## config.mk

```make
export PLATFORM = sky130hd
export DESIGN_NAME = multiplexed_segment_display
export DESIGN_NICKNAME = d
export VERILOG_FILES = /design/src/hw/rtl/msd_pkg.sv /design/src/hw/rtl/msd_convert.sv /design/src/hw/rtl/msd_engine.sv /design/src/hw/rtl/multiplexed_segment_display.sv
export VERILOG_INCLUDE_DIRS = /design/src /design/src/hw/rtl
export SDC_FILE = /design/constraint.sdc
export NUM_CORES = 2
export LEC_CHECK = 0
export BUFFER_PORTS_ARGS = -buffer_cell sky130_fd_sc_hd__buf_2
export CAP_MARGIN = 20
export CELL_PAD_IN_SITES_DETAIL_PLACEMENT = 0
export CELL_PAD_IN_SITES_GLOBAL_PLACEMENT = 2
export CORE_UTILIZATION = 40
export DETAILED_ROUTE_END_ITERATION = 10
export GPL_TIMING_DRIVEN = 0
export PLACE_DENSITY_LB_ADDON = 0.1
export SETUP_SLACK_MARGIN = 0.02
export SLEW_MARGIN = 20
export SYNTH_ARGS = -nofsm -noshare
export SYNTH_HDL_FRONTEND = slang
export SYNTH_SLANG_ARGS = --single-unit
```

## constraint.sdc

```tcl
create_clock -name clk -period 21.5 [get_ports clk]
set_input_delay 1.075 -clock clk [delete_from_list [all_inputs] [get_ports clk]]
set_output_delay 1.075 -clock clk [all_outputs]
set_load 0.01 [all_outputs]
```

## src/hw/rtl/multiplexed_segment_display_defines.svh

```systemverilog
// Assertion macros used by the display engine RTL.
`ifndef MULTIPLEXED_SEGMENT_DISPLAY_DEFINES_SVH
`define MULTIPLEXED_SEGMENT_DISPLAY_DEFINES_SVH
`ifndef SYNTHESIS
`define MSD_ASSERT_IMP(label, clk, rst_n, ante, cons) \
    label: assert property (@(posedge clk) disable iff (!rst_n) (ante) |-> (cons)) \
        else $error("msd assertion failed");
`define MSD_ASSERT_NXT(label, clk, rst_n, ante, cons) \
    label: assert property (@(posedge clk) disable iff (!rst_n) (ante) |=> (cons)) \
        else $error("msd assertion failed");
`else
`define MSD_ASSERT_IMP(label, clk, rst_n, ante, cons)
`define MSD_ASSERT_NXT(label, clk, rst_n, ante, cons)
`endif
`endif

```

## src/hw/rtl/msd_pkg.sv

```systemverilog
`timescale 1ns / 1ps

package msd_pkg;

    localparam logic [2:0] OP_TICK   = 3'd0;
    localparam logic [2:0] OP_NUMBER = 3'd1;
    localparam logic [2:0] OP_TIME   = 3'd2;
    localparam logic [2:0] OP_TEXT   = 3'd3;
    localparam logic [2:0] OP_CLEAR  = 3'd4;
    localparam logic [2:0] OP_FOCUS  = 3'd5;

    localparam logic CFG_DWELL = 1'b0;
    localparam logic CFG_BLANK = 1'b1;

    localparam int POSITIONS   = 5;
    localparam int CONV_STAGES = 8;

    localparam logic [15:0] MAX_NUMBER   = 16'd9999;
    localparam logic [2:0]  LIT_DIGITS   = 3'd4;
    localparam logic [7:0]  DECIMAL_BIT  = 8'h01;
    localparam logic [7:0]  COLON_ON     = 8'hff;
    localparam logic [15:0] DWELL_RESET  = 16'd2000;
    localparam logic [4:0]  BLANK_RESET  = 5'd16;
    localparam logic [7:0]  SEGMENT_OFF  = 8'hff;

    // Reciprocal constants for exact division over the value ranges used.
    localparam logic [28:0] MUL_DIV1000 = 29'd274877907;
    localparam logic [22:0] MUL_DIV60S  = 23'd4473925;
    localparam logic [22:0] MUL_DIV3600 = 23'd4772186;
    localparam logic [18:0] MUL_DIV60M  = 19'd279621;
    localparam logic [12:0] MUL_DIV100  = 13'd5243;
    localparam logic [7:0]  MUL_DIV10   = 8'd205;

    localparam logic [13:0] PLACE_FLOOR [1:4] = '{14'd1, 14'd10, 14'd100, 14'd1000};

    localparam logic [7:0] GLYPHS [0:35] = '{
        8'hfc, 8'h60, 8'hda, 8'hf2, 8'h66, 8'hb6, 8'hbe, 8'he0, 8'hfe, 8'hf6,
        8'hee, 8'h3e, 8'h9c, 8'h7a, 8'h9e, 8'h8e, 8'hbc, 8'h6e, 8'h0c, 8'h78,
        8'h00, 8'h1c, 8'h00, 8'h2a, 8'hfc, 8'hce, 8'he6, 8'h0a, 8'hb6, 8'h1e,
        8'h7c, 8'h00, 8'h00, 8'h00, 8'h76, 8'hda
    };

    typedef struct packed {
        logic [2:0]       op;
        logic [2:0]       frame;
        logic [15:0]      number;
        logic [2:0]       precision;
        logic [3:0][7:0]  text;
    } item_t;

    typedef struct packed {
        logic [2:0]       op;
        logic [2:0]       frame;
        logic             rejected;
        logic [4:0][7:0]  bytes;
        logic [4:0]       mask;
    } conv_t;

    function automatic logic [7:0] digit_glyph(input logic [3:0] d);
        logic [7:0] g;
        g = 8'h00;
        if (d inside {[4'd0:4'd9]})
        begin
            g = GLYPHS[6'(d)];
        end
        return g;
    endfunction

    function automatic logic [7:0] char_glyph(input logic [7:0] c);
        logic [7:0] g;
        g = 8'h00;
        if (c inside {[8'h30:8'h39]})
        begin
            g = GLYPHS[6'(c - 8'd48)];
        end
        else if (c inside {[8'h41:8'h5a]})
        begin
            g = GLYPHS[6'(c - 8'd55)];
        end
        else if (c inside {[8'h61:8'h7a]})
        begin
            g = GLYPHS[6'(c - 8'd87)];
        end
        return g;
    endfunction

endpackage

```

## src/hw/rtl/msd_convert.sv

```systemverilog
`timescale 1ns / 1ps

module msd_convert #(
    parameter int FRAME_SLOTS = 3
) (
    input  logic             clk,
    input  logic             rst_n,
    input  logic             advance,
    input  logic             item_valid,
    input  msd_pkg::item_t   item,
    input  logic [31:0]      time_ms,
    output logic             conv_valid,
    output msd_pkg::conv_t   conv
);

    localparam int ST = msd_pkg::CONV_STAGES;

    logic [ST-1:0]    valid_reg;
    msd_pkg::item_t   item_reg [ST];

    logic [31:0] tms0_reg;
    logic [22:0] secs1_reg;
    logic [22:0] secs2_reg;
    logic [16:0] mt2_reg;
    logic [10:0] hr2_reg;
    logic [5:0]  sec3_reg;
    logic [16:0] mt3_reg;
    logic [10:0] hr3_reg;
    logic [10:0] mh3_reg;
    logic [13:0] value4_reg;
    logic [13:0] value5_reg;
    logic [6:0]  hi5_reg;
    logic [13:0] value6_reg;
    logic [6:0]  hi6_reg;
    logic [6:0]  lo6_reg;
    logic [13:0] value7_reg;
    logic [6:0]  hi7_reg;
    logic [6:0]  lo7_reg;
    logic [3:0]  thi7_reg;
    logic [3:0]  tlo7_reg;

    logic [60:0] prod1;
    logic [45:0] prod_min;
    logic [45:0] prod_hr;
    logic [35:0] prod_mh;
    logic [22:0] sec_rem;
    logic [16:0] min_rem;
    logic [6:0]  hr_sat;
    logic [13:0] time_value;
    logic [13:0] value_next;
    logic [26:0] prod_hi;
    logic [13:0] lo_rem;
    logic [14:0] prod_thi;
    logic [14:0] prod_tlo;

    assign prod1    = 61'(tms0_reg) * 61'(msd_pkg::MUL_DIV1000);
    assign prod_min = 46'(secs1_reg) * 46'(msd_pkg::MUL_DIV60S);
    assign prod_hr  = 46'(secs1_reg) * 46'(msd_pkg::MUL_DIV3600);
    assign prod_mh  = 36'(mt2_reg) * 36'(msd_pkg::MUL_DIV60M);
    assign sec_rem  = secs2_reg - 23'(mt2_reg) * 23'd60;
    assign min_rem  = mt3_reg - 17'(mh3_reg) * 17'd60;
    assign hr_sat   = (hr3_reg > 11'd99) ? 7'd99 : hr3_reg[6:0];

    always_comb
    begin
        if (hr_sat != 7'd0)
        begin
            time_value = 14'(hr_sat) * 14'd100 + 14'(min_rem[5:0]);
        end
        else
        begin
            time_value = 14'(min_rem[5:0]) * 14'd100 + 14'(sec3_reg);
        end
        if (item_reg[3].op == msd_pkg::OP_TIME)
        begin
            value_next = time_value;
        end
        else
        begin
            value_next = item_reg[3].number[13:0];
        end
    end

    assign prod_hi  = 27'(value4_reg) * 27'(msd_pkg::MUL_DIV100);
    assign lo_rem   = value5_reg - 14'(hi5_reg) * 14'd100;
    assign prod_thi = 15'(hi6_reg) * 15'(msd_pkg::MUL_DIV10);
    assign prod_tlo = 15'(lo6_reg) * 15'(msd_pkg::MUL_DIV10);

    always_ff @(posedge clk or negedge rst_n)
    begin
        if (!rst_n)
        begin
            valid_reg <= '0;
        end
        else if (advance)
        begin
            valid_reg <= {valid_reg[ST-2:0], item_valid};
        end
    end

    always_ff @(posedge clk)
    begin
        if (advance)
        begin
            item_reg[0] <= item;
            for (int i = 1; i < ST; i++)
            begin
                item_reg[i] <= item_reg[i-1];
            end
            tms0_reg   <= time_ms;
            secs1_reg  <= prod1[60:38];
            secs2_reg  <= secs1_reg;
            mt2_reg    <= prod_min[44:28];
            hr2_reg    <= prod_hr[44:34];
            sec3_reg   <= sec_rem[5:0];
            mt3_reg    <= mt2_reg;
            hr3_reg    <= hr2_reg;
            mh3_reg    <= prod_mh[34:24];
            value4_reg <= value_next;
            value5_reg <= value4_reg;
            hi5_reg    <= prod_hi[25:19];
            value6_reg <= value5_reg;
            hi6_reg    <= hi5_reg;
            lo6_reg    <= lo_rem[6:0];
            value7_reg <= value6_reg;
            hi7_reg    <= hi6_reg;
            lo7_reg    <= lo6_reg;
            thi7_reg   <= prod_thi[14:11];
            tlo7_reg   <= prod_tlo[14:11];
        end
    end

    msd_pkg::item_t fin;
    logic [6:0]     ones_hi;
    logic [6:0]     ones_lo;
    logic [3:0]     dig [1:4];
    logic [2:0]     prec;
    logic [3:0]     pad;
    logic           number_bad;
    logic           frame_bad;

    assign fin     = item_reg[ST-1];
    assign ones_lo = lo7_reg - 7'(tlo7_reg) * 7'd10;
    assign ones_hi = hi7_reg - 7'(thi7_reg) * 7'd10;

    always_comb
    begin
        dig[1] = ones_lo[3:0];
        dig[2] = tlo7_reg;
        dig[3] = ones_hi[3:0];
        dig[4] = thi7_reg;
        prec = (fin.op == msd_pkg::OP_TIME) ? 3'd3 : fin.precision;
        pad = (prec == 3'd0) ? 4'd2 : 4'(prec) + 4'd2;
        frame_bad = 4'(fin.frame) >= 4'(FRAME_SLOTS);
        number_bad = (fin.number > msd_pkg::MAX_NUMBER) || (fin.precision >= msd_pkg::LIT_DIGITS);

        conv.op = fin.op;
        conv.frame = fin.frame;
        conv.rejected = 1'b0;
        conv.bytes = '0;
        conv.mask = '1;

        case (fin.op)
            msd_pkg::OP_NUMBER:
            begin
                conv.rejected = frame_bad || number_bad;
            end
            msd_pkg::OP_TIME, msd_pkg::OP_TEXT, msd_pkg::OP_FOCUS:
            begin
                conv.rejected = frame_bad;
            end
            default:
            begin
                conv.rejected = 1'b0;
            end
        endcase

        if (fin.op == msd_pkg::OP_TEXT)
        begin
            for (int k = 0; k < 4; k++)
            begin
                conv.bytes[4-k] = msd_pkg::char_glyph(fin.text[k]);
            end
            conv.mask[4] = fin.text[0] != 8'd0;
            conv.mask[3] = conv.mask[4] && (fin.text[1] != 8'd0);
            conv.mask[2] = conv.mask[3] && (fin.text[2] != 8'd0);
            conv.mask[1] = conv.mask[2] && (fin.text[3] != 8'd0);
        end
        else
        begin
            for (int i = 1; i <= 4; i++)
            begin
                if ((value7_reg >= msd_pkg::PLACE_FLOOR[i]) || (4'(i) < pad))
                begin
                    conv.bytes[i] = msd_pkg::digit_glyph(dig[i]);
                end
                if ((fin.op == msd_pkg::OP_NUMBER) && (prec != 3'd0)
                    && (4'(prec) + 4'd1 == 4'(i)))
                begin
                    conv.bytes[i] = conv.bytes[i] | msd_pkg::DECIMAL_BIT;
                end
            end
            if (fin.op == msd_pkg::OP_TIME)
            begin
                conv.bytes[0] = msd_pkg::COLON_ON;
            end
        end
    end

    assign conv_valid = valid_reg[ST-1];

endmodule

```

## src/hw/rtl/msd_engine.sv

```systemverilog
`timescale 1ns / 1ps
`include "multiplexed_segment_display_defines.svh"

module msd_engine #(
    parameter int FRAME_SLOTS = 3
) (
    input  logic             clk,
    input  logic             rst_n,
    input  logic             cfg_write,
    input  logic             cfg_index,
    input  logic [15:0]      cfg_data,
    input  logic             commit,
    input  msd_pkg::conv_t   conv,
    output logic [7:0]       segment_lines,
    output logic [4:0]       digit_enables,
    output logic [31:0]      millis_now,
    output logic [2:0]       shown_frame,
    output logic             rejected
);

    localparam int FW = (FRAME_SLOTS > 1) ? $clog2(FRAME_SLOTS) : 1;
    localparam int CW = $clog2(FRAME_SLOTS + 1);
    localparam int NP = msd_pkg::POSITIONS;

    logic [7:0]    store_reg  [FRAME_SLOTS][NP];
    logic [7:0]    store_next [FRAME_SLOTS][NP];
    logic [CW-1:0] active_reg, active_next;
    logic [FW-1:0] focus_reg, focus_next;
    logic [5:0]    scan_reg, scan_next;
    logic          half_reg, half_next;
    logic [31:0]   millis_reg, millis_next;
    logic [31:0]   dwell_start_reg, dwell_start_next;
    logic [7:0]    segment_reg, segment_next;
    logic [4:0]    enable_reg, enable_next;
    logic          rejected_reg;
    logic [15:0]   dwell_ms_reg;
    logic [4:0]    blank_reg;

    logic [FW-1:0] frame_idx;
    logic [CW-1:0] focus_inc;
    logic [5:0]    scan_inc;

    assign frame_idx = conv.frame[FW-1:0];
    assign focus_inc = CW'(focus_reg) + CW'(1);
    assign scan_inc  = scan_reg + 6'd1;

    always_comb
    begin
        store_next       = store_reg;
        active_next      = active_reg;
        focus_next       = focus_reg;
        scan_next        = scan_reg;
        half_next        = half_reg;
        millis_next      = millis_reg;
        dwell_start_next = dwell_start_reg;
        segment_next     = segment_reg;
        enable_next      = enable_reg;
        if (commit)
        begin
            case (conv.op)
                msd_pkg::OP_TICK:
                begin
                    half_next = !half_reg;
                    millis_next = millis_reg + 32'(half_next);
                    enable_next = 5'd0;
                    if (active_reg != '0)
                    begin
                        if (scan_reg < 6'(NP))
                        begin
                            segment_next = ~store_reg[focus_reg][scan_reg[2:0]];
                            enable_next = 5'd1 << scan_reg[2:0];
                        end
                        if ((millis_next - dwell_start_reg) > 32'(dwell_ms_reg))
                        begin
                            focus_next = (focus_inc >= active_reg) ? '0 : focus_inc[FW-1:0];
                            dwell_start_next = millis_next;
                        end
                        scan_next = (scan_inc >= 6'(NP) + 6'(blank_reg)) ? 6'd0 : scan_inc;
                    end
                end
                msd_pkg::OP_NUMBER, msd_pkg::OP_TIME, msd_pkg::OP_TEXT:
                begin
                    if (!conv.rejected)
                    begin
                        for (int p = 0; p < NP; p++)
                        begin
                            if (conv.mask[p])
                            begin
                                store_next[frame_idx][p] = conv.bytes[p];
                            end
                        end
                        if (4'(conv.frame) >= 4'(active_reg))
                        begin
                            active_next = CW'(4'(conv.frame) + 4'd1);
                        end
                        focus_next = frame_idx;
                        dwell_start_next = millis_reg;
                    end
                end
                msd_pkg::OP_CLEAR:
                begin
                    for (int f = 0; f < FRAME_SLOTS; f++)
                    begin
                        for (int p = 0; p < NP; p++)
                        begin
                            store_next[f][p] = 8'h00;
                        end
                    end
                    active_next = '0;
                end
                msd_pkg::OP_FOCUS:
                begin
                    if (!conv.rejected)
                    begin
                        focus_next = frame_idx;
                        dwell_start_next = millis_reg;
                    end
                end
                default:
                begin
                end
            endcase
        end
    end

    always_ff @(posedge clk or negedge rst_n)
    begin
        if (!rst_n)
        begin
            for (int f = 0; f < FRAME_SLOTS; f++)
            begin
                for (int p = 0; p < NP; p++)
                begin
                    store_reg[f][p] <= 8'h00;
                end
            end
            active_reg      <= '0;
            focus_reg       <= '0;
            scan_reg        <= 6'd0;
            half_reg        <= 1'b0;
            millis_reg      <= 32'd0;
            dwell_start_reg <= 32'd0;
            segment_reg     <= msd_pkg::SEGMENT_OFF;
            enable_reg      <= 5'd0;
            rejected_reg    <= 1'b0;
            dwell_ms_reg    <= msd_pkg::DWELL_RESET;
            blank_reg       <= msd_pkg::BLANK_RESET;
        end
        else
        begin
            store_reg       <= store_next;
            active_reg      <= active_next;
            focus_reg       <= focus_next;
            scan_reg        <= scan_next;
            half_reg        <= half_next;
            millis_reg      <= millis_next;
            dwell_start_reg <= dwell_start_next;
            segment_reg     <= segment_next;
            enable_reg      <= enable_next;
            if (commit)
            begin
                rejected_reg <= conv.rejected;
            end
            if (cfg_write)
            begin
                case (cfg_index)
                    msd_pkg::CFG_DWELL:
                    begin
                        dwell_ms_reg <= cfg_data;
                    end
                    msd_pkg::CFG_BLANK:
                    begin
                        blank_reg <= cfg_data[4:0];
                    end
                    default:
                    begin
                    end
                endcase
            end
        end
    end

    assign segment_lines = segment_reg;
    assign digit_enables = enable_reg;
    assign millis_now    = millis_reg;
    assign shown_frame   = 3'(focus_reg);
    assign rejected      = rejected_reg;

    `MSD_ASSERT_IMP(a_enable_onehot, clk, rst_n, 1'b1, $onehot0(enable_reg))
    `MSD_ASSERT_IMP(a_focus_range, clk, rst_n, 1'b1, 4'(focus_reg) < 4'(FRAME_SLOTS))
    `MSD_ASSERT_IMP(a_active_range, clk, rst_n, 1'b1, 4'(active_reg) <= 4'(FRAME_SLOTS))
    `MSD_ASSERT_NXT(a_clear_empties, clk, rst_n, commit && (conv.op == msd_pkg::OP_CLEAR), active_reg == '0)
    `MSD_ASSERT_NXT(a_idle_holds, clk, rst_n, !commit, $stable(millis_reg) && $stable(focus_reg))

endmodule

```

## src/hw/rtl/multiplexed_segment_display.sv

```systemverilog
`timescale 1ns / 1ps
// Multiplexed seven-segment driver for a colon plus four digits, with a
// small store of frames.
// Input channel: one transaction per item (tick, write number, write time,
// write text, clear, focus), accepted when in_valid is high and in_stall low.
// Output channel: exactly one transaction per input item, in order, carrying
// the segment and digit enable latches, the millisecond count, the frame
// being scanned and the reject flag.
// From acceptance to out_valid, the input register is followed by seven
// conversion stages (seconds, minutes and hours split, then decimal digit
// split, each through a reciprocal multiply) and the state register.
// Throughput is one item per cycle while the output is taken.
// When the receiver holds out_stall with a result waiting, the whole pipeline
// freezes and in_stall is raised; nothing is lost or repeated.
// Reset clears the frame store, counters and focus, turns all segments off
// and loads dwell 2000 ms and 16 blank slots. Configuration writes take
// effect on the clock edge where cfg_write is high.

module multiplexed_segment_display #(
    parameter int FRAME_SLOTS = 3
) (
    input  logic         clk,
    input  logic         rst_n,
    input  logic         cfg_write,
    input  logic         cfg_index,
    input  logic [15:0]  cfg_data,
    input  logic         in_valid,
    output logic         in_stall,
    input  logic [2:0]   operation,
    input  logic [2:0]   frame,
    input  logic [15:0]  number,
    input  logic [2:0]   precision,
    input  logic [31:0]  time_ms,
    input  logic [7:0]   text_char0,
    input  logic [7:0]   text_char1,
    input  logic [7:0]   text_char2,
    input  logic [7:0]   text_char3,
    output logic         out_valid,
    input  logic         out_stall,
    output logic [7:0]   segment_lines,
    output logic [4:0]   digit_enables,
    output logic [31:0]  millis_now,
    output logic [2:0]   shown_frame,
    output logic         rejected
);

    logic             advance;
    logic             out_valid_reg;
    logic             conv_valid;
    msd_pkg::item_t   item;
    msd_pkg::conv_t   conv;

    assign advance  = !out_valid_reg || !out_stall;
    assign in_stall = !advance;

    always_comb
    begin
        item.op        = operation;
        item.frame     = frame;
        item.number    = number;
        item.precision = precision;
        item.text[0]   = text_char0;
        item.text[1]   = text_char1;
        item.text[2]   = text_char2;
        item.text[3]   = text_char3;
    end

    always_ff @(posedge clk or negedge rst_n)
    begin
        if (!rst_n)
        begin
            out_valid_reg <= 1'b0;
        end
        else if (advance)
        begin
            out_valid_reg <= conv_valid;
        end
    end

    assign out_valid = out_valid_reg;

    msd_convert #(
        .FRAME_SLOTS(FRAME_SLOTS)
    ) u_convert (
        .clk        (clk),
        .rst_n      (rst_n),
        .advance    (advance),
        .item_valid (in_valid),
        .item       (item),
        .time_ms    (time_ms),
        .conv_valid (conv_valid),
        .conv       (conv)
    );

    msd_engine #(
        .FRAME_SLOTS(FRAME_SLOTS)
    ) u_engine (
        .clk           (clk),
        .rst_n         (rst_n),
        .cfg_write     (cfg_write),
        .cfg_index     (cfg_index),
        .cfg_data      (cfg_data),
        .commit        (advance && conv_valid),
        .conv          (conv),
        .segment_lines (segment_lines),
        .digit_enables (digit_enables),
        .millis_now    (millis_now),
        .shown_frame   (shown_frame),
        .rejected      (rejected)
    );

endmodule

```

==> impl_metrics.py <==
metrics = {
    "sta": {
        "drv_slew": 0,
        "period_needed_ps": 8330,
        "timing.fmax_ghz": 0.120,
        "clock_skew_ps": 58.3,
        "setup_viol": 0,
        "period_share_pct": 38.8,
        "tightest_slew_ps": 1040,
        "slew_headroom_pct": 30.1,
        "rsz0062_at_grt": "no",
        "setup_ws_ps": 13170,
        "hold_violations": 0,
    },
    "routing": {
        "wl_met2_mm": 87.9,
        "wire_per_inst_um": 18.9,
        "met3_length_mm": 4.45,
        "highest_layer": "met4",
        "drt_wl_total_mm": 178,
        "via_per_inst": 5.05,
        "detail-route-antenna-nets": 0,
        "routed-via-count": 47732,
        "remaining_drc_errors": 0,
        "drt-pass1-iter-count": 7,
        "met1_length_mm": 82.0,
        "drt_iter0_drc": 2310,
    },
    "grt": {
        "grt_max_degree": 101,
        "antenna_found_initial": 0,
        "grt_pass1_wl_mm": 285,
        "gr-usage-all-layers_pct": 19.5,
        "grt_overflow": 0,
        "grt_pass1_vias": 50248,
    },
    "clock_network": {
        "cts_buffers": 101,
        "post-cts-setup-buffer-count": 0,
        "cts_root_buf": "clkbuf_16",
        "cts_tree": "built",
        "cts.path.max_buffers": 3,
        "htree_levels": 3,
        "clock_sink_count": 863,
        "holdBufCountCts": 0,
        "cts_resized": 0,
        "cts.clk_slew.worst_paths_ps": 60,
        "insertion_delay_ps": 740,
    },
    "flow_run": {
        "drv_cap": 0,
    },
    "logic_synthesis": {
        "yosysUniqueCellTypes": 103,
        "synth_edf_count": 645,
        "avgSynthCellArea_um2": 11.2,
        "netlist_area_um2": 74000,
        "synthFlopType": "edfxtp_1",
        "ys_seq_area_share_pct": 33.6,
        "synth_cells": 6623,
        "synthArstFlopShare_pct": 25.3,
        "synth_nets": 8609,
        "ys_ff_latch": 863,
        "yosys_warnings": 0,
    },
    "setup_path": {
        "ff2ff_setup_slack_ps": 13170,
        "crit_path_max_fanout": 11,
        "criticalPathCategory": "flip-flop to flip-flop",
        "crit_buf_inv": 4,
        "reg2reg_to": "u_convert.secs1_reg[19]",
        "crit_chain": "ha_1, fa_1, fa_1, inv_1, fa_1, inv_1, fa_1, fa_1, fa_1, inv_1, fa_1, inv_1, ha_1, nand4_1, nor4_1, o211ai_1, o31ai_1, nor2_1, a31oi_1, a21o_1, a21oi_1, o31ai_1, xor2_1",
        "end_kind": "flip-flop",
        "slowest_delay_ps": 1020,
        "crit_path_top_delay_cell": "edfxtp_1",
        "crit_required_ps": 21920,
        "critical-path-top-cell-by-count": "fa_1",
        "crit_path_start_kind": "flip-flop",
        "critical_path.top_delay_family": "adder cells",
        "reg2reg_depth": 23,
        "r2r_start": "u_convert.tms0_reg[9]",
        "critical_path_arrival_ps": 8760,
    },
    "floorplan": {
        "start_util_pct": 40.4,
        "rows": 157,
        "ios": 162,
        "die_h_um": 432,
        "fp.dieW_um": 432,
        "core-area_um2": 183000,
        "die_area_um2": 187000,
    },
    "finish": {
        "layout.cells.non_filler": 9447,
        "layout.nets": 8883,
        "drive_above_1_share_pct": 6.57,
        "syn2layout_area_growth_pct": 10.4,
        "n_antenna_cell": 0,
        "final.fill_count": 17588,
        "utilization_pct": 44.5,
        "largest_reg_flops": 440,
        "design_area_um2": 81700,
    },
    "placement": {
        "gp_congestion": 0.865,
        "place_inst": 9258,
        "placed_area_um2": 78200,
        "portBuffers": 160,
        "hpwlAfterDp_mm": 142,
        "pre_cts_ws_ps": 13030,
    },
    "outcome": {
        "status": "finished clean",
    },
    "hold_path": {
        "hold_path_class": "input port to async pin",
    },
}
[stage by stage]
step | TNS [ps] | hold WS [ps]
4_1_cts | 0 | 284
5_1_grt | 0 | 328
3_5_place_dp | 0 | 405
2_1_floorplan | 0 | 400
3_3_place_gp | -1888130 | 401
6_report | 0 | 323
[cell families after synthesis]
group	share of synthesized area [%]
other	0.00506
multiplexers	1.98
XOR/XNOR	3.05
buffers and inverters	6.87
AND/OR/NAND/NOR	6.69
adder cells (fa/ha/maj)	38.1
AO/OA/AOI/OAI	9.74
flip-flops	33.6
[synth_stat cells, types with 12 or more instances]
master / n / area, um^2
xor2_1: 88 / 771
a221oi_1: 21 / 184
or2_2: 23 / 144
a21boi_0: 14 / 105
or3_1: 12 / 75.1
o21ai_1: 14 / 70.1
nor2b_1: 32 / 200
and3_1: 27 / 169
mux2_2: 25 / 282
inv_1: 1185 / 4450
o21a_1: 33 / 248
a21oi_1: 282 / 1410
a31oi_1: 31 / 194
xnor2_1: 167 / 1460
nand2_1: 335 / 1260
dfrtp_1: 203 / 5080
nor4_1: 23 / 144
and2_1: 28 / 175
dfstp_2: 15 / 394
nor3_1: 55 / 275
ha_1: 1240 / 15500
a22o_1: 60 / 526
nand2b_1: 47 / 294
nor2_1: 273 / 1020
a21o_1: 92 / 691
edfxtp_1: 645 / 19400
a211oi_1: 35 / 263
mux2i_1: 71 / 711
nand3_1: 90 / 450
o211ai_1: 32 / 240
o21bai_1: 19 / 143
o21ai_0: 314 / 1570
nand4_1: 43 / 269
mux4_2: 19 / 428
a221o_1: 12 / 120
fa_1: 635 / 12700
o22ai_1: 14 / 87.6
clkbuf_1: 132 / 495
a22oi_1: 16 / 120
a2111oi_0: 12 / 105
o31ai_1: 19 / 143
[routing by layer]
layer | vias to the layer above | GRT usage [%]
li1 | 23264 | -
met3 | 210 | 1.91
met2 | 610 | 33.9
met5 | - | 0
met4 | 0 | 4.42
met1 | 23648 | 26.0
[how the worst max path moves through the flow]
stage	start	endpoint	slack, ps	cells past startpoint
global placement	out_stall	u_convert.valid_reg[5]	-4000	4
CTS	u_convert.tms0_reg[9]	u_convert.secs1_reg[19]	13010	23
finish	u_convert.tms0_reg[9]	u_convert.secs1_reg[19]	13170	23
floorplan	out_stall	in_stall	2150	3
global route	u_convert.tms0_reg[9]	u_convert.secs1_reg[19]	12580	23
detailed placement	u_convert.tms0_reg[9]	u_convert.secs1_reg[19]	13030	23
[layout by cell type, fill, tap and decap left out, types with 55 or more instances in the layout]
cell type and count:
ha_1 1240, clkbuf_1 148, mux2i_1 71, inv_1 1185, xnor2_1 167, xor2_1 88, nor2_1 273, edfxtp_1 645
a21o_1 92, nand2_1 335, buf_2 164, dfrtp_1 203, o21ai_0 313, a22o_1 60, clkbuf_16 101, a21oi_1 282
nand3_1 90, fa_1 635, nor3_1 55
[final cells by class]
cell class / count / area (um^2) / share of cell area, %
multi-input cells: 4415 / 44100 / 54.0
flip-flops and latches: 863 / 24800 / 30.4
inverters: 1190 / 4470 / 5.47
well taps: 2464 / 3080 / 3.77
clock buffers: 122 / 2660 / 3.25
repair buffers: 171 / 1070 / 1.31
clock inverters: 67 / 841 / 1.03
plain buffers: 155 / 629 / 0.770
Power is left out: the tool's default activity adds up to more than one toggle a clock period on the data nets, which glitch-free logic cannot reach.
